**config.mk**
```make
export PLATFORM = sky130hd
export DESIGN_NAME = qalu_fifo
export DESIGN_NICKNAME = d
export VERILOG_FILES = /design/src/rtl/core/qalu_pkg.sv /design/src/rtl/core/qalu_fifo.sv
export SDC_FILE = /design/constraint.sdc
export NUM_CORES = 1
export LEC_CHECK = 0
export ABC_CLOCK_PERIOD_IN_PS = 7600
export BUFFER_PORTS_ARGS = -buffer_cell sky130_fd_sc_hd__buf_2
export CORE_AREA = 8 8 284 286
export DETAILED_ROUTE_END_ITERATION = 8
export DIE_AREA = 0 0 292 294
export GPL_TIMING_DRIVEN = 1
export PLACE_DENSITY = 0.7
export SLEW_MARGIN = 20
export SYNTH_ARGS = -nofsm -noshare
export SYNTH_HDL_FRONTEND = slang
export SYNTH_SLANG_ARGS = --single-unit
```
**constraint.sdc**
```tcl
create_clock -name aclk -period 7.6 [get_ports aclk]
set_clock_uncertainty 0.05 [all_clocks]
set_input_delay 1.14 -clock aclk [delete_from_list [all_inputs] [get_ports aclk]]
set_output_delay 1.14 -clock aclk [all_outputs]
set_load 0.02 [all_outputs]
```
**src/rtl/core/qalu_pkg.sv**
```systemverilog
// quaternion alu package: operand and result beat types, opcodes, job classes,
// sequencer states and the saturation helpers shared by the core modules
// depends on nothing
`default_nettype none

package qalu_pkg;

    localparam int WORD_BITS = 32;
    localparam int FRAC_BITS = 16;
    localparam int ACC_BITS  = 2 * WORD_BITS + 4;
    localparam int DIV_BITS  = 2 * WORD_BITS;

    typedef logic signed [WORD_BITS-1:0] word_t;
    typedef word_t [3:0] quat_t;

    localparam word_t WORD_MAX = word_t'({1'b0, {(WORD_BITS-1){1'b1}}});
    localparam word_t WORD_MIN = word_t'({1'b1, {(WORD_BITS-1){1'b0}}});

    // opcodes
    localparam logic [3:0] OP_ADD   = 4'd0;
    localparam logic [3:0] OP_SUB   = 4'd1;
    localparam logic [3:0] OP_MUL   = 4'd2;
    localparam logic [3:0] OP_DIV   = 4'd3;
    localparam logic [3:0] OP_CONJ  = 4'd4;
    localparam logic [3:0] OP_INV   = 4'd5;
    localparam logic [3:0] OP_NORMZ = 4'd6;
    localparam logic [3:0] OP_NORM  = 4'd7;
    localparam logic [3:0] OP_DOT   = 4'd8;
    localparam logic [3:0] OP_DIST  = 4'd9;
    localparam logic [3:0] OP_CHEB  = 4'd10;

    // sign of each hamilton product term, indexed {result part, p part}
    localparam logic [15:0] HAM_NEG = 16'b0100_0010_1000_1110;

    typedef struct packed {
        logic [3:0] req_type;
        word_t      op1_w;
        word_t      op1_x;
        word_t      op1_y;
        word_t      op1_z;
        word_t      op2_w;
        word_t      op2_x;
        word_t      op2_y;
        word_t      op2_z;
    } qalu_req_t;

    typedef struct packed {
        word_t res_w;
        word_t res_x;
        word_t res_y;
        word_t res_z;
        word_t res_scalar;
        logic  zero_norm;
        logic  saturated;
    } qalu_rsp_t;

    typedef enum logic [2:0] {
        CL_ELEM,
        CL_MUL,
        CL_DOT,
        CL_NORM,
        CL_DIST,
        CL_NORMZ,
        CL_INV,
        CL_DIV
    } cls_t;

    typedef struct packed {
        logic [3:0] req_type;
        cls_t       cls;
        quat_t      a;
        quat_t      b;
    } qalu_job_t;

    typedef enum logic [2:0] {
        MM_HAM,
        MM_DOT,
        MM_SQA,
        MM_SQB,
        MM_SQD
    } mac_mode_t;

    typedef enum logic [3:0] {
        ST_IDLE,
        ST_ELEM,
        ST_MAC,
        ST_ZCHK,
        ST_SQRT_GO,
        ST_SQRT_WAIT,
        ST_DIV_GO,
        ST_DIV_WAIT,
        ST_OUT
    } st_t;

    function automatic logic signed [WORD_BITS:0] ext_word(input word_t v);
        return {v[WORD_BITS-1], v};
    endfunction

    function automatic logic signed [ACC_BITS-1:0] wide(input logic signed [WORD_BITS:0] v);
        return {{(ACC_BITS-WORD_BITS-1){v[WORD_BITS]}}, v};
    endfunction

    function automatic logic word_ovf(input logic signed [ACC_BITS-1:0] v);
        return !((&v[ACC_BITS-1:WORD_BITS-1]) || !(|v[ACC_BITS-1:WORD_BITS-1]));
    endfunction

    function automatic word_t sat_word(input logic signed [ACC_BITS-1:0] v);
        if (word_ovf(v)) begin
            return v[ACC_BITS-1] ? WORD_MIN : WORD_MAX;
        end
        return v[WORD_BITS-1:0];
    endfunction

endpackage

`default_nettype wire

```
**src/rtl/core/qalu_fifo.sv**
```systemverilog
// quaternion alu job queue between front and back, register based
// depends on qalu_pkg
`default_nettype none

module qalu_fifo #(
    parameter int DEPTH = 4
) (
    input  wire logic                aclk,
    input  wire logic                aresetn,
    input  wire logic                push,
    input  wire qalu_pkg::qalu_job_t push_job,
    input  wire logic                pop,
    output logic                     full,
    output logic                     head_valid,
    output qalu_pkg::qalu_job_t      head
);
    import qalu_pkg::*;

    localparam int PTR_W = (DEPTH > 1) ? $clog2(DEPTH) : 1;
    localparam int CNT_W = $clog2(DEPTH + 1);

    qalu_job_t            mem_reg [DEPTH];
    logic [PTR_W-1:0]     wr_reg, wr_next;
    logic [PTR_W-1:0]     rd_reg, rd_next;
    logic [CNT_W-1:0]     cnt_reg, cnt_next;

    assign full       = (cnt_reg == CNT_W'(DEPTH));
    assign head_valid = (cnt_reg != '0);
    assign head       = mem_reg[rd_reg];

    always_comb begin
        wr_next  = wr_reg;
        rd_next  = rd_reg;
        cnt_next = cnt_reg;
        if (push) begin
            wr_next = (wr_reg == PTR_W'(DEPTH - 1)) ? '0 : wr_reg + 1'b1;
        end
        if (pop) begin
            rd_next = (rd_reg == PTR_W'(DEPTH - 1)) ? '0 : rd_reg + 1'b1;
        end
        if (push && !pop) begin
            cnt_next = cnt_reg + 1'b1;
        end else if (pop && !push) begin
            cnt_next = cnt_reg - 1'b1;
        end
    end

    always_ff @(posedge aclk) begin
        if (!aresetn) begin
            wr_reg  <= '0;
            rd_reg  <= '0;
            cnt_reg <= '0;
        end else begin
            wr_reg  <= wr_next;
            rd_reg  <= rd_next;
            cnt_reg <= cnt_next;
        end
    end

    always_ff @(posedge aclk) begin
        if (push) begin
            mem_reg[wr_reg] <= push_job;
        end
    end

endmodule

`default_nettype wire

```
==> flow_summary.json, run 1 <==
{
  "die_area_um2": 85800,
  "yosysTopAreaCell": "edfxtp_1",
  "dp_hpwl_um": 47700,
  "design.portCount": 532,
  "worst_pin_slew_ps": 1160,
  "hold_class": "reg2reg",
  "core_area_um2": 76400,
  "drt-pass1-iter-count": 5,
  "path_class": "reg2out",
  "layout-drive-gt1-share": 0.460,
  "grt_pass1_vias": 18289,
  "finalCritPeriodShare": 0.564,
  "core.rowCount": 102,
  "track_usage": 0.179,
  "clk_path_buf_depth": 3,
  "clkLatencyLatePin_ps": 640,
  "die_w_um": 292,
  "cts-root-buf": "clkbuf_16",
  "synth_area_leaders": "edfxtp_1, mux4_2, dfxtp_1",
  "synthCells": 1417,
  "vdd_drop_max_uv": 225,
  "gr-total-overflow": 0,
  "worstPathRequired_ps": 6410,
  "fmax_ghz": 0.233,
  "slew_headroom": 0.228,
  "synthToLayoutAreaGrowth_pct": 19.5,
  "ys_types": 23,
  "vias": 17113,
  "wl_um": 77900,
  "hold_violations": 0,
  "postCtsHoldBufs": 0,
  "critPathLaunchType": "flip-flop",
  "numClockSinks": 1061,
  "synth.cell_area_um2": 38300,
  "io_buffers": 531,
  "slew_viol_final": 0,
  "worstSetupEndpointType": "primary output",
  "wire_per_inst_um": 25.1,
  "fin_area_um2": 45800,
  "final_common_cell": "edfxtp_1",
  "avgSynthCellArea_um2": 27.0,
  "hold-worst-slack_ps": 468,
  "critPathMaxFanout": 104,
  "arrival_ps": 3100,
  "antenna_found_initial": 27,
  "final_cell_mix": "edfxtp_1, buf_2, mux4_2, clkbuf_16, clkinv_1",
  "yosysWarnings": 0,
  "drc": 0,
  "hold_depth": 2,
  "path_clk_slew_ps": 60,
  "place_area_um2": 42100,
  "p_per_area_nw_per_um2": 292,
  "synth_seq_cells": 1061,
  "utilization": 0.599,
  "finalSetupTns_ps": 0,
  "r2r_cells": 3,
  "multi_input_area_um2": 6200,
  "final_antenna_net_count": 0,
  "post_cts_buffers": 0,
  "tritoncts": "yes",
  "fill_cells": 5234,
  "initial_core_util": 0.501,
  "place_congestion": 0.731,
  "setup_viol": 0,
  "grt_max_degree": 144,
  "maxCapViolCount": 0,
  "htree_num_levels": 3,
  "finalNetCount": 2288,
  "cts_resized": 0,
  "synth_top_area_frac": 0.824,
  "grt_pass1_wl_um": 116000,
  "drt_iter0_markers": 1090,
  "numCtsBuffers": 107,
  "power_leakage_uw": 0.0153,
  "syn-num-nets": 1691,
  "fin_crit_ps": 4290,
  "die_y_um": 294,
  "status": "complete, no violations",
  "largest_register_ffs": 1052,
  "seq_area_um2": 31800,
  "rsz0062_at_grt": "false",
  "synth_seq_area_share": 0.829,
  "vias_per_cell": 5.50
}
-- Yosys cell counts --
cell	count
buf_1	6
nor3b_1	1
ha_1	6
and2_1	5
mux2i_1	4
a21boi_0	1
nor2_1	1
edfxtp_1	1052
o21a_1	1
o21ai_0	1
fa_1	1
buf_6	8
clkbuf_1	4
buf_4	10
xor2_1	1
nor3_1	1
mux4_2	263
buf_2	30
dfxtp_1	9
or3_1	2
xnor2_1	1
nor2b_1	5
inv_1	4
-- critical path, cell delays in order (launching register included) --
cell and delay (ps):
dfxtp_4 780, buf_12 620, mux4_2 620, buf_2 180
-- per-layer routing --
| layer | vias up | GRT usage | routed length (um) |
|---|---|---|---|
| li1 | 7424 | - | - |
| met1 | 8952 | 0.227 | 29600 |
| met2 | 584 | 0.294 | 39500 |
| met3 | 131 | 0.0612 | 7060 |
| met4 | 22 | 0.0526 | 1610 |
| met5 | - | 0 | 151 |
-- power breakdown --
part	leakage, uW	switching (uW)	internal (uW)
Combinational	0.00377	737	461
Clock	0.00178	2140	3230
Sequential	0.00974	71.3	6720
-- layout make-up --
class,instances,area share
repair buffers,546,0.0626
clock buffers,128,0.0606
flip-flops and latches,1061,0.694
inverters,4,0.000328
clock inverters,71,0.0196
multi-input cells,294,0.135
well taps,988,0.0270
diodes,18,0.000983
-- cells by family (layout without fill, tap and decap cells) --
logic type / count (synthesis) / after routing / synth area share
flops: 1061 / 1061 / 0.829
mux: 267 / 267 / 0.156
buf+inv: 62 / 749 / 0.00960
simple gates: 15 / 15 / 0.00238
fa+ha+maj: 7 / 7 / 0.00248
compound gates: 3 / 3 / 0.000522
xor+xnor: 2 / 2 / 0.000457
other cells: 0 / 18 / 0
-- through the flow --
| step | power (uW) | setup slack [ps] | cells |
|---|---|---|---|
| after global routing | 13800 | 3060 | 3097 |
| after detailed placement | 8140 | 3900 | 2893 |
| after global placement | 8100 | 3910 | 2893 |
| after floorplan | 7660 | 2760 | 1417 |
| after CTS | 13500 | 3200 | 3092 |
| final | 13400 | 3310 | 3110 |
-- worst paths after layout --
| kind | slack (ps) | end | start |
|---|---|---|---|
| worst min-delay path | 470 | cnt_reg[2] | cnt_reg[2] |
| worst min register to register | 470 | cnt_reg[2] | cnt_reg[2] |
| worst max register to register | 4760 | mem_reg[3][182] | wr_reg[0] |
| worst max-delay path | 3310 | head[241] | flip-flop |
Note: power is estimated with default switching activity, not from simulation.
==> inputs of run 2 (changes only) <==
ABC_CLOCK_PERIOD_IN_PS = 3450   (was 7600)
clock period = 3.45 ns   (was 7.6 ns; I/O delays follow)
==> run 2 against run 1 <==
  * Worst setup slack got worse by 2900 ps
  * Non-clock buffer count increased by 253
  * First-iteration DRC count increased by 5.5%
  * Via count increased by 6.6%
  * Sequential cell count unchanged
  * Clock-buffer cell count increased by 2
  * Sequential share of layout area decreased by 3.3 points
  * Power increased by 120%
==> flow_summary.json, run 2 (synthesis gave the netlist of run 1 again) <==
{
  "status": "complete, no violations",
  "p_per_area_nw_per_um2": 601,
  "drc": 0,
  "synthToLayoutAreaGrowth_pct": 25.4,
  "grt_pass1_vias": 20040,
  "design.portCount": 532,
  "dp_cells": 2936,
  "grtUsageMet1": 0.230,
  "die_y_um": 294,
  "path_clk_slew_ps": 60,
  "grt_max_degree": 84,
  "clk_path_buf_depth": 3,
  "wl_um": 83400,
  "tritoncts": "yes",
  "die_area_um2": 85800,
  "grt_pass1_wl_um": 125000,
  "drt_iter0_markers": 1150,
  "final_antenna_net_count": 0,
  "antenna_found_initial": 14,
  "gr-total-overflow": 0,
  "switchingPower_uw": 6600,
  "seq_power_share": 0.516,
  "vias_per_cell": 5.44,
  "power.total_uw": 28900,
  "power_frac_comb": 0.103,
  "cp_num_buf_inv": 2,
  "crit_chain": "buf_12 -> mux4_2 -> buf_2",
  "worst_pin_slew_ps": 745,
  "post_cts_buffers": 0,
  "vias": 18239,
  "fin_crit_ps": 3040,
  "io_buffers": 531,
  "hold_violations": 0,
  "path_class": "reg2out",
  "p_clk_frac": 0.380,
  "power_leakage_uw": 0.0163,
  "path_delay_family": "multiplexers",
  "stdcell_count": 3353,
  "initial_core_util": 0.501,
  "hold_class": "in2reg",
  "finalSetupTns_ps": 0,
  "fin_area_um2": 48100,
  "htree_num_levels": 3,
  "fill_cells": 5020,
  "place_area_um2": 42600,
  "finalNetCount": 2538,
  "slew_headroom": 0.504,
  "vdd_drop_max_uv": 601,
  "layout-drive-gt1-share": 0.427,
  "numCtsBuffers": 104,
  "worstSetupEndpointType": "primary output",
  "drt-pass1-iter-count": 4,
  "grt_busiest_layer": "met2",
  "arrival_ps": 2470,
  "internal_power_uw": 22300,
  "maxCapViolCount": 0,
  "slew_viol_final": 0,
  "track_usage": 0.192,
  "largest_register_ffs": 1052,
  "critPathMaxFanout": 67,
  "critPathLaunchType": "flip-flop",
  "hold-worst-slack_ps": 58.1,
  "clkLatencyLatePin_ps": 650,
  "wire_per_inst_um": 24.9,
  "core.rowCount": 102,
  "worstPathRequired_ps": 2880,
  "final_common_cell": "edfxtp_1",
  "sw_frac_of_total": 0.228,
  "grtUsageMet3": 0.0571,
  "final_cell_mix": "edfxtp_1, buf_2, mux4_2, dlygate4sd3_1, clkbuf_16",
  "numClockSinks": 1061,
  "die_w_um": 292,
  "cts-root-buf": "clkbuf_16",
  "crit_path_max_incr_delay_ps": 620,
  "crit_path_top_delay_cell": "mux4_2",
  "setup_viol": 0,
  "finalCritPeriodShare": 0.880,
  "core_area_um2": 76400,
  "rsz0062_at_grt": "false",
  "fmax_ghz": 0.329,
  "place_congestion": 0.760,
  "use_met2": 0.332,
  "dp_hpwl_um": 52500
}
run 2: cell count changes in the layout (fill, tap and decap cells not counted), sizes merged:
cell,before,now
buf,546,589
bufinv,18,8
clkbuf,128,130
clkinv,44,49
diode,18,13
dlygate4sd3,0,210
inv,11,9
run 2: final cells by class:
type / count / area (um^2) / share of cell area
multi-input cells: 294 / 6200 / 0.129
flip-flops and latches: 1061 / 31800 / 0.661
clock buffers: 130 / 2740 / 0.0571
clock inverters: 64 / 612 / 0.0127
well taps: 988 / 1240 / 0.0257
diodes: 13 / 32.5 / 0.000677
inverters: 4 / 15.0 / 0.000312
repair buffers: 799 / 5460 / 0.114
run 2: per-layer routing:
metal / routed length, um / vias to the layer above
met2: 43800 / 641
met5: 64 / -
met3: 6560 / 144
li1: - / 7906
met1: 30600 / 9538
met4: 2340 / 10
run 2: path summary, 6_finish.rpt:
path / start / end / slack, ps / cells after the start
worst min-delay path: push_job[37] / mem_reg[0][37] / 60 / 1
worst max register to register: wr_reg[0] / mem_reg[3][136] / 1310 / 3
worst min register to register: cnt_reg[2] / cnt_reg[2] / 440 / 2
worst max-delay path: flip-flop / head[179] / 410 / 3
run 2: what timing repair did:
| item | in CTS | in global routing |
|---|---|---|
| hold buffers | 210 | 0 |
| hold endpoints to repair | 798 | 0 |
| gates resized for setup | 0 | 0 |
run 2: power groups by stage:
| stage | combinational [uW] | clock (uW) | sequential, uW |
|---|---|---|---|
| global route | 3170 | 11700 | 15000 |
| global placement | 2780 | 0 | 15100 |
| finish | 2990 | 11000 | 14900 |
| detailed placement | 2820 | 0 | 15200 |
| CTS | 3050 | 11200 | 14900 |
| floorplan | 1680 | 0 | 15200 |
run 2: metrics by stage:
step | util | setup WS [ps]
4_1_cts | 0.628 | 298
3_5_place_dp | 0.557 | 1030
5_1_grt | 0.629 | 253
6_report | 0.629 | 414
3_3_place_gp | 0.557 | 1050
2_1_floorplan | - | 565
