### config.mk
export PLATFORM = sky130hd
export DESIGN_NAME = qalu_front
export DESIGN_NICKNAME = d
export VERILOG_FILES = /design/src/rtl/core/qalu_pkg.sv /design/src/rtl/core/qalu_front.sv
export SDC_FILE = /design/constraint.sdc
export NUM_CORES = 1
export LEC_CHECK = 0
export BUFFER_PORTS_ARGS = -buffer_cell sky130_fd_sc_hd__buf_2
export CAP_MARGIN = 15
export CORE_AREA = 4 4 204 206
export DETAILED_ROUTE_END_ITERATION = 8
export DIE_AREA = 0 0 208 210
export PLACE_DENSITY = 0.3
export RECOVER_POWER = 100
export SYNTH_ARGS = -nofsm -noshare
export SYNTH_HDL_FRONTEND = slang
export SYNTH_SLANG_ARGS = --single-unit
### constraint.sdc
create_clock -name vclk -period 0.9
set_input_delay 0.18 -clock vclk [all_inputs]
set_output_delay 0.18 -clock vclk [all_outputs]
set_load 0.01 [all_outputs]
### src/rtl/core/qalu_pkg.sv
// quaternion alu package: operand and result beat types, opcodes, job classes,
// sequencer states and the saturation helpers shared by the core modules
// depends on nothing
`default_nettype none

package qalu_pkg;

    localparam int WORD_BITS = 32;
    localparam int FRAC_BITS = 16;
    localparam int ACC_BITS  = 2 * WORD_BITS + 4;
    localparam int DIV_BITS  = 2 * WORD_BITS;

    typedef logic signed [WORD_BITS-1:0] word_t;
    typedef word_t [3:0] quat_t;

    localparam word_t WORD_MAX = word_t'({1'b0, {(WORD_BITS-1){1'b1}}});
    localparam word_t WORD_MIN = word_t'({1'b1, {(WORD_BITS-1){1'b0}}});

    // opcodes
    localparam logic [3:0] OP_ADD   = 4'd0;
    localparam logic [3:0] OP_SUB   = 4'd1;
    localparam logic [3:0] OP_MUL   = 4'd2;
    localparam logic [3:0] OP_DIV   = 4'd3;
    localparam logic [3:0] OP_CONJ  = 4'd4;
    localparam logic [3:0] OP_INV   = 4'd5;
    localparam logic [3:0] OP_NORMZ = 4'd6;
    localparam logic [3:0] OP_NORM  = 4'd7;
    localparam logic [3:0] OP_DOT   = 4'd8;
    localparam logic [3:0] OP_DIST  = 4'd9;
    localparam logic [3:0] OP_CHEB  = 4'd10;

    // sign of each hamilton product term, indexed {result part, p part}
    localparam logic [15:0] HAM_NEG = 16'b0100_0010_1000_1110;

    typedef struct packed {
        logic [3:0] req_type;
        word_t      op1_w;
        word_t      op1_x;
        word_t      op1_y;
        word_t      op1_z;
        word_t      op2_w;
        word_t      op2_x;
        word_t      op2_y;
        word_t      op2_z;
    } qalu_req_t;

    typedef struct packed {
        word_t res_w;
        word_t res_x;
        word_t res_y;
        word_t res_z;
        word_t res_scalar;
        logic  zero_norm;
        logic  saturated;
    } qalu_rsp_t;

    typedef enum logic [2:0] {
        CL_ELEM,
        CL_MUL,
        CL_DOT,
        CL_NORM,
        CL_DIST,
        CL_NORMZ,
        CL_INV,
        CL_DIV
    } cls_t;

    typedef struct packed {
        logic [3:0] req_type;
        cls_t       cls;
        quat_t      a;
        quat_t      b;
    } qalu_job_t;

    typedef enum logic [2:0] {
        MM_HAM,
        MM_DOT,
        MM_SQA,
        MM_SQB,
        MM_SQD
    } mac_mode_t;

    typedef enum logic [3:0] {
        ST_IDLE,
        ST_ELEM,
        ST_MAC,
        ST_ZCHK,
        ST_SQRT_GO,
        ST_SQRT_WAIT,
        ST_DIV_GO,
        ST_DIV_WAIT,
        ST_OUT
    } st_t;

    function automatic logic signed [WORD_BITS:0] ext_word(input word_t v);
        return {v[WORD_BITS-1], v};
    endfunction

    function automatic logic signed [ACC_BITS-1:0] wide(input logic signed [WORD_BITS:0] v);
        return {{(ACC_BITS-WORD_BITS-1){v[WORD_BITS]}}, v};
    endfunction

    function automatic logic word_ovf(input logic signed [ACC_BITS-1:0] v);
        return !((&v[ACC_BITS-1:WORD_BITS-1]) || !(|v[ACC_BITS-1:WORD_BITS-1]));
    endfunction

    function automatic word_t sat_word(input logic signed [ACC_BITS-1:0] v);
        if (word_ovf(v)) begin
            return v[ACC_BITS-1] ? WORD_MIN : WORD_MAX;
        end
        return v[WORD_BITS-1:0];
    endfunction

endpackage

`default_nettype wire

### src/rtl/core/qalu_front.sv
// quaternion alu front: takes operand beats and sorts them into job classes
// depends on qalu_pkg
`default_nettype none

module qalu_front (
    input  wire logic                s_valid,
    output logic                     s_ready,
    input  wire qalu_pkg::qalu_req_t s_req,
    input  wire logic                queue_full,
    output logic                     push,
    output qalu_pkg::qalu_job_t      job
);
    import qalu_pkg::*;

    assign s_ready = !queue_full;
    assign push    = s_valid && !queue_full;

    always_comb begin
        job.req_type = s_req.req_type;
        job.a        = {s_req.op1_z, s_req.op1_y, s_req.op1_x, s_req.op1_w};
        job.b        = {s_req.op2_z, s_req.op2_y, s_req.op2_x, s_req.op2_w};
        unique case (s_req.req_type) inside
            OP_MUL:   job.cls = CL_MUL;
            OP_DIV:   job.cls = CL_DIV;
            OP_INV:   job.cls = CL_INV;
            OP_NORMZ: job.cls = CL_NORMZ;
            OP_NORM:  job.cls = CL_NORM;
            OP_DOT:   job.cls = CL_DOT;
            OP_DIST:  job.cls = CL_DIST;
            // add, sub, conj, chebyshev and unknown codes
            default:  job.cls = CL_ELEM;
        endcase
    end

endmodule

`default_nettype wire

==> flow_metrics.env, run 1 <==
export IMPL_vias=610
export IMPL_p_comb_share_pct=100.0
export IMPL_antenna_found_initial=0
export IMPL_areaGrowthSynthToFinish_pct=-55.0
export IMPL_place_hpwl_um=6790
export IMPL_total_power_uw=140
export IMPL_grt_pass1_vias=781
export IMPL_dieArea_um2=43700
export IMPL_violations="setup timing"
export IMPL_crit_path_frequent_cell="buf_6"
export IMPL_grt_first_pass_wirelength_um=8980
export IMPL_n_antenna_cell=0
export IMPL_cap_violations=0
export IMPL_syn_area_um2=2030
export IMPL_pre_cts_ws_ns=-0.391
export IMPL_final_area_um2=915
export IMPL_io_pins=527
export IMPL_start_util_pct=5.13
export IMPL_clkPwrFrac_pct=0
export IMPL_num_clock_buffers=0
export IMPL_critPathBufInv=2
export IMPL_hold_viol=0
export IMPL_seq_power_share_pct=0
export IMPL_slew_headroom_pct=84.6
export IMPL_p_int_uw=76.7
export IMPL_syn_inst=271
export IMPL_switching_share_pct=45.4
export IMPL_routedWlPerCell_um=14.4
export IMPL_ys_seq_area_share_pct=0
export IMPL_path_delay_family="simple AND/OR/NAND/NOR gates"
export IMPL_drc=0
export IMPL_grt_util_all_layers_pct=3.16
export IMPL_leakage_uw=0.000125
export IMPL_regArea_um2=0
export IMPL_die_height_um=210
export IMPL_final_antenna_net_count=0
export IMPL_core_area_um2=39600
export IMPL_fin_crit_ns=1.21
export IMPL_hold_slack_ns=0.360
export IMPL_cpPeakStageDelay_ns=0.54
export IMPL_drive_above_1_share_pct=59.4
export IMPL_crit_type="in2out"
export IMPL_fillers=4775
export IMPL_fin_crit_sh_pct=134
export IMPL_status="finished with violations"
export IMPL_min_to="job[25]"
export IMPL_placed_cell_area_um2=853
export IMPL_required_ns=0.72
export IMPL_dr_first_iter_drc_count=15
export IMPL_drt_wl_total_um=8000
export IMPL_finalMaxSlewViolations=0
export IMPL_crit_fanout=2
export IMPL_holdBufCountCts=0
export IMPL_hp_class="in2out"
export IMPL_setup_violations=3
export IMPL_min_delay_start="s_req[121]"
export IMPL_grt_overflow=0
export IMPL_grt_max_degree=7
export IMPL_crit_start="s_req[256]"
export IMPL_numPortBuffers=15
export IMPL_post_drt_via_cell_ratio=1.10
export IMPL_rsz0062_at_grt="yes"
export IMPL_num_rows=73
export IMPL_finalNetCount=296
export IMPL_ir_worst_vdd_mv=0.0356
export IMPL_cp_arrival_ns=1.03
export IMPL_cp_slowest_cell="or4b_4"
export IMPL_synth_avg_cell_area_um2=7.50
export IMPL_yosysWarnings=0
export IMPL_critPathCaptureType="primary output"
export IMPL_synth_fp_nets=533
export IMPL_worstSetupStartpointType="input port"
export IMPL_die_w_um=208
export IMPL_p_per_area_nw_per_um2=154
export IMPL_globalplace_congestion=0.624
export IMPL_yosysUniqueCellTypes=10
export IMPL_fin_ws_ns=-0.308
export IMPL_max_freq_mhz=828
export IMPL_drtPass1Iterations=2
export IMPL_path_cells="buf_6, or4b_4, o21ai_4, buf_6"
export IMPL_nFlopsAndLatches=0
export IMPL_min_path_cells=0
export IMPL_power_switching_uw=63.7
export IMPL_worst_pin_slew_ns=0.230
## logic make-up (layout without fill, tap and decap cells)
kind of cell	count (synthesis)	after routing	share of synthesized area, %
AND/OR/NAND/NOR	7	7	2.71
XOR/XNOR	1	1	0.431
AO/OA/AOI/OAI	2	2	0.616
buffers and inverters	261	22	96.2
## per-stage QoR
step                      std cells  TNS [ns]  utilization [%]
final                           557    -0.557             2.31
after global routing            557    -0.696             2.31
after CTS                       557    -0.623             2.30
after detailed placement        556    -0.817             2.15
after global placement          556    -0.802             2.15
after floorplan                 271   -0.0791                -
## Yosys cell counts (all sizes together)
cell | n | area (µm²)
or4b | 1 | 10.0
o21ai | 1 | 5.00
nand4bb | 2 | 22.5
buf | 260 | 1950
inv | 1 | 3.75
nor2 | 1 | 3.75
nand2b | 1 | 6.26
xnor2 | 1 | 8.76
nor2b | 2 | 12.5
o211ai | 1 | 7.51
## per-layer routing
| metal | share of wire, % | wire length, µm | track usage (%) |
|---|---|---|---|
| met1 | 12 | 984 | 1.17 |
| met2 | 44 | 3560 | 4.85 |
| met5 | 0 | 0 | 0 |
| met3 | 28 | 2240 | 3.69 |
| met4 | 15 | 1230 | 4.60 |
## layout by cell type (no fill, tap or decap)
master and count:
inv_1 1, clkbuf_2 1, nor2b_1 2, buf_4 5, nand4bb_1 2, nor2_1 1, o21ai_4 1, o211ai_1 1
nand2b_4 1, xnor2_1 1, buf_6 7, clkbuf_1 5, or4b_4 1, buf_2 3
## power by group through the flow
stage               sequential [µW]  clock, µW  combinational [µW]
CTS                               0          0                 143
finish                            0          0                 140
detailed placement                0          0                 114
floorplan                         0          0                1220
global placement                  0          0                 113
global route                      0          0                 152
## how the worst max path moves through the flow
stage / end / slack, ns / depth (start not counted)
2_1_floorplan: job[257] / -0.08 / 2
3_3_place_gp: job[257] / -0.39 / 4
3_5_place_dp: job[257] / -0.39 / 4
4_1_cts: job[257] / -0.32 / 4
5_1_grt: job[257] / -0.32 / 4
6_report: job[257] / -0.31 / 4
## what timing repair did
item	CTS	global route
endpoints found under the setup margin	3	3
gates resized for setup	11	2
setup buffers	1	0
pin swaps	2	1
## area by class of cell
| class | count | area [µm²] | share of cell area (%) |
|---|---|---|---|
| tap | 525 | 657 | 71.8 |
| timing repair buffer | 21 | 155 | 17.0 |
| multi-input combinational | 10 | 98.8 | 10.8 |
| inverter | 1 | 3.75 | 0.410 |
Power figures use the tool's default switching activity.
==> run 2, diff against run 1 <==
--- a/config.mk
+++ b/config.mk
@@ -10,6 +10,7 @@
 export CORE_AREA = 4 4 204 206
 export DETAILED_ROUTE_END_ITERATION = 8
 export DIE_AREA = 0 0 208 210
+export GPL_TIMING_DRIVEN = 0
 export PLACE_DENSITY = 0.3
 export RECOVER_POWER = 100
 export SYNTH_ARGS = -nofsm -noshare
==> run 2 against run 1 <==
First-iteration DRC count rose by 130%. Largest cell class is now non-clock buffers. Die area did not move. Critical path type unchanged. Critical path depth stayed put. Maximum frequency fell by 0.80%. Flip-flop and latch count unchanged. Worst setup slack got worse by 0.0097 ns. Combinational power rose to 13 times the previous value. The flow still finishes with violations (setup timing). Hold slack better by 0.21 ns.
==> flow_metrics.env, run 2 (same netlist as run 1, synthesis figures left out) <==
export IMPL_core_area_um2=39600
export IMPL_drive_above_1_share_pct=50.8
export IMPL_routedWlPerCell_um=11.4
export IMPL_numPortBuffers=271
export IMPL_start_util_pct=5.13
export IMPL_placed_cell_area_um2=4050
export IMPL_cp_slowest_cell="or4b_4"
export IMPL_violations="setup timing"
export IMPL_status="finished with violations"
export IMPL_rsz0062_at_grt="yes"
export IMPL_setup_violations=3
export IMPL_min_path_cells=2
export IMPL_num_clock_buffers=0
export IMPL_dieArea_um2=43700
export IMPL_final_area_um2=3800
export IMPL_die_w_um=208
export IMPL_critPathCaptureType="primary output"
export IMPL_finalMaxSlewViolations=0
export IMPL_regArea_um2=0
export IMPL_grt_pass1_vias=2514
export IMPL_ir_worst_vdd_mv=0.0919
export IMPL_hold_viol=0
export IMPL_holdBufCountCts=0
export IMPL_antenna_found_initial=0
export IMPL_pre_cts_ws_ns=-0.444
export IMPL_num_rows=73
export IMPL_worst_pin_slew_ns=0.280
export IMPL_min_delay_start="s_req[5]"
export IMPL_crit_fanout=4
export IMPL_leakage_uw=0.00166
export IMPL_required_ns=0.72
export IMPL_max_freq_mhz=821
export IMPL_fin_setup_tns_ns=-0.673
export IMPL_cap_violations=0
export IMPL_final_common_cell="buf_4"
export IMPL_slew_headroom_pct=81.3
export IMPL_drt_wl_total_um=12200
export IMPL_die_height_um=210
export IMPL_areaGrowthSynthToFinish_pct=87.0
export IMPL_post_drt_via_cell_ratio=2.25
export IMPL_grt_util_all_layers_pct=4.56
export IMPL_final_cell_mix="263 x buf_4, 260 x clkbuf_1, 5 x buf_2"
export IMPL_vias=2403
export IMPL_grt_overflow=0
export IMPL_grt_first_pass_wirelength_um=15600
export IMPL_min_to="job[101]"
export IMPL_p_per_area_nw_per_um2=480
export IMPL_n_antenna_cell=0
export IMPL_hold_slack_ns=0.569
export IMPL_cp_arrival_ns=1.04
export IMPL_worstSetupStartpointType="input port"
export IMPL_fin_crit_ns=1.22
export IMPL_fin_ws_ns=-0.318
export IMPL_hp_class="in2out"
export IMPL_drtPass1Iterations=4
export IMPL_final_antenna_net_count=0
export IMPL_nFlopsAndLatches=0
export IMPL_io_pins=527
export IMPL_globalplace_congestion=0.839
export IMPL_path_cells="buf_8, or4b_4, o21ai_4, buf_6"
export IMPL_crit_type="in2out"
export IMPL_drc=0
export IMPL_dr_first_iter_drc_count=35
export IMPL_fin_crit_sh_pct=135
export IMPL_cpPeakStageDelay_ns=0.54
export IMPL_grt_max_degree=7
export IMPL_finalNetCount=809
export IMPL_place_hpwl_um=11800
==> run 2: stage by stage <==
stage	cells	power [µW]	utilization, %
3_3_place_gp	1067	1980	10.2
5_1_grt	1070	1950	9.59
6_report	1070	1820	9.59
3_5_place_dp	1067	1960	10.2
4_1_cts	1069	2000	10.4
2_1_floorplan	271	1220	-
==> run 2: layout make-up <==
cell class         count  area [µm²]
repair buffers       274        1090
plain buffers        260        1950
fillers             4753       35800
well taps            525         657
multi-input cells     10        98.8
inverters              1        3.75
==> run 2: how the worst max path moves through the flow <==
stage	startpoint	slack, ns	end	depth (start not counted)
after floorplan	s_req[256]	-0.08	job[257]	2
after global placement	s_req[257]	-0.43	job[257]	4
after detailed placement	s_req[257]	-0.44	job[257]	4
after CTS	s_req[257]	-0.34	job[257]	4
after global routing	s_req[258]	-0.34	job[257]	4
final	s_req[258]	-0.32	job[257]	4
==> run 2: power breakdown <==
| group | leakage [µW] | internal, µW | switching (µW) | total, µW |
|---|---|---|---|---|
| clock | 0 | 0 | 0 | 0 |
| sequential | 0 | 0 | 0 | 0 |
| combinational | 0.00166 | 1000 | 822 | 1820 |
==> run 2: critical path, delay by kind of cell <==
kind / cells / cell delay, ns
and+or+nand+nor: 1 / 0.54
buffers and inverters: 2 / 0.23
AOI/OAI and AO/OA: 1 / 0.09
==> run 2: what timing repair did <==
| action | CTS | global route |
|---|---|---|
| setup buffers | 2 | 1 |
| pin swaps | 2 | 1 |
| endpoints found under the setup margin | 3 | 3 |
| gates resized for setup | 9 | 5 |
==> run 2: layer usage <==
| layer | global-route usage, % | up-vias | routed length (µm) |
|---|---|---|---|
| met2 | 10.1 | 289 | 7160 |
| met3 | 0.789 | 6 | 1240 |
| met5 | 0 | - | 0 |
| li1 | - | 1109 | - |
| met1 | 4.31 | 999 | 3620 |
| met4 | 0.793 | 0 | 228 |
==> run 3, diff against run 2 <==
--- a/config.mk
+++ b/config.mk
@@ -11,7 +11,7 @@
 export DETAILED_ROUTE_END_ITERATION = 8
 export DIE_AREA = 0 0 208 210
 export GPL_TIMING_DRIVEN = 0
-export PLACE_DENSITY = 0.3
+export PLACE_DENSITY = 0.41
 export RECOVER_POWER = 100
 export SYNTH_ARGS = -nofsm -noshare
 export SYNTH_HDL_FRONTEND = slang
==> run 3 against run 2 <==
The flow still finishes with violations (setup timing). Cell count about the same. Core utilization decreased by 0.073 points. Global-route usage fell by 0.54 points. Cell area is 0.76% lower. Sequential share of layout area unchanged. First-iteration DRC count is 29% higher. Hold slack improved by 0.0013 ns. Critical path depth stayed put. Count of clock-buffer cells in the layout unchanged.
==> flow_metrics.env, run 3 (same netlist as run 1, synthesis figures left out) <==
export IMPL_status="finished with violations"
export IMPL_violations="setup timing"
export IMPL_slew_headroom_pct=84.3
export IMPL_die_w_um=208
export IMPL_post_drt_via_cell_ratio=2.23
export IMPL_vias=2388
export IMPL_max_freq_mhz=850
export IMPL_required_ns=0.72
export IMPL_fin_crit_sh_pct=131
export IMPL_dr_first_iter_drc_count=45
export IMPL_numPortBuffers=271
export IMPL_grt_util_all_layers_pct=4.01
export IMPL_num_clock_buffers=0
export IMPL_fin_crit_ns=1.18
export IMPL_total_power_uw=1770
export IMPL_fin_ws_ns=-0.276
export IMPL_rsz0062_at_grt="yes"
export IMPL_p_per_area_nw_per_um2=470
export IMPL_ir_worst_vdd_mv=0.103
export IMPL_grt_pass1_vias=2397
export IMPL_dieArea_um2=43700
export IMPL_final_antenna_net_count=0
export IMPL_place_hpwl_um=10600
export IMPL_globalplace_congestion=0.778
export IMPL_hold_viol=0
export IMPL_antenna_found_initial=1
export IMPL_grt_max_degree=7
export IMPL_leakage_uw=0.00165
export IMPL_critPathCaptureType="primary output"
export IMPL_regArea_um2=0
export IMPL_worstSetupStartpointType="input port"
export IMPL_setup_violations=2
export IMPL_multi_input_area_um2=91.3
export IMPL_crit_type="in2out"
export IMPL_grt_overflow=0
export IMPL_drc=0
export IMPL_worst_pin_slew_ns=0.236
export IMPL_finalNetCount=807
export IMPL_io_pins=527
export IMPL_nFlopsAndLatches=0
export IMPL_areaGrowthSynthToFinish_pct=85.6
export IMPL_drtPass1Iterations=4
export IMPL_hp_class="in2out"
export IMPL_holdBufCountCts=0
export IMPL_final_cell_mix="262 x buf_4, 259 x clkbuf_1, 5 x buf_2"
export IMPL_start_util_pct=5.13
export IMPL_cp_slowest_cell="or4b_4"
export IMPL_pre_cts_ws_ns=-0.333
export IMPL_drt_wl_total_um=11000
export IMPL_die_height_um=210
export IMPL_drive_above_1_share_pct=50.8
export IMPL_path_cells="buf_8, or4b_4, o21ai_2, buf_2"
export IMPL_cap_violations=0
export IMPL_routedWlPerCell_um=10.3
export IMPL_post_route_util_pct=9.51
export IMPL_core_area_um2=39600
export IMPL_cpPeakStageDelay_ns=0.52
export IMPL_crit_fanout=2
export IMPL_cp_arrival_ns=1.00
export IMPL_hold_slack_ns=0.570
export IMPL_finalMaxSlewViolations=0
export IMPL_final_common_cell="buf_4"
export IMPL_grt_first_pass_wirelength_um=14100
export IMPL_num_rows=73
export IMPL_fillers=4753
export IMPL_fin_setup_tns_ns=-0.454
-- run 3: layer usage --
layer / GRT usage [%] / part of all wire (%) / up-vias / wire [µm]
met3: 0.938 / 12 / 4 / 1340
met2: 8.38 / 57 / 290 / 6300
met1: 4.23 / 30 / 987 / 3350
li1: - / - / 1107 / -
met5: 0 / 0 / - / 0
met4: 0.204 / 0.25 / 0 / 27
-- run 3: final timing paths --
kind | startpoint | end | slack [ns] | depth (start not counted)
max | s_req[257] | job[257] | -0.28 | 4
min | s_req[183] | job[215] | 0.57 | 2
-- run 3: report_power, final --
part / switching (µW) / total (µW) / internal (µW)
combinational: 783 / 1770 / 990
sequential: 0 / 0 / 0
clock: 0 / 0.000149 / 0.000149
-- run 3: what timing repair did --
item / in CTS / in global routing
gates resized for setup: 8 / 2
pin swaps: 2 / 1
setup buffers: 1 / 0
endpoints found under the setup margin: 2 / 2
-- run 3: through the flow --
| step | instance area, µm² | std cells |
|---|---|---|
| 2_1_floorplan | 2040 | 271 |
| 3_3_place_gp | 4050 | 1067 |
| 3_5_place_dp | 4050 | 1067 |
| 4_1_cts | 4080 | 1068 |
| 5_1_grt | 3770 | 1069 |
| 6_report | 3770 | 1069 |
-- run 3: final cells by class --
| type | instances | share of cell area [%] |
|---|---|---|
| plain buffers | 260 | 51.8 |
| repair buffers | 272 | 28.2 |
| well taps | 525 | 17.4 |
| multi-input cells | 10 | 2.42 |
| inverters | 1 | 0.0995 |
| diodes | 1 | 0.0664 |
-- run 3: critical path, delay by kind of cell --
kind | cells | cell delay (ns)
AOI/OAI and AO/OA | 1 | 0.06
buffers and inverters | 2 | 0.23
and+or+nand+nor | 1 | 0.52
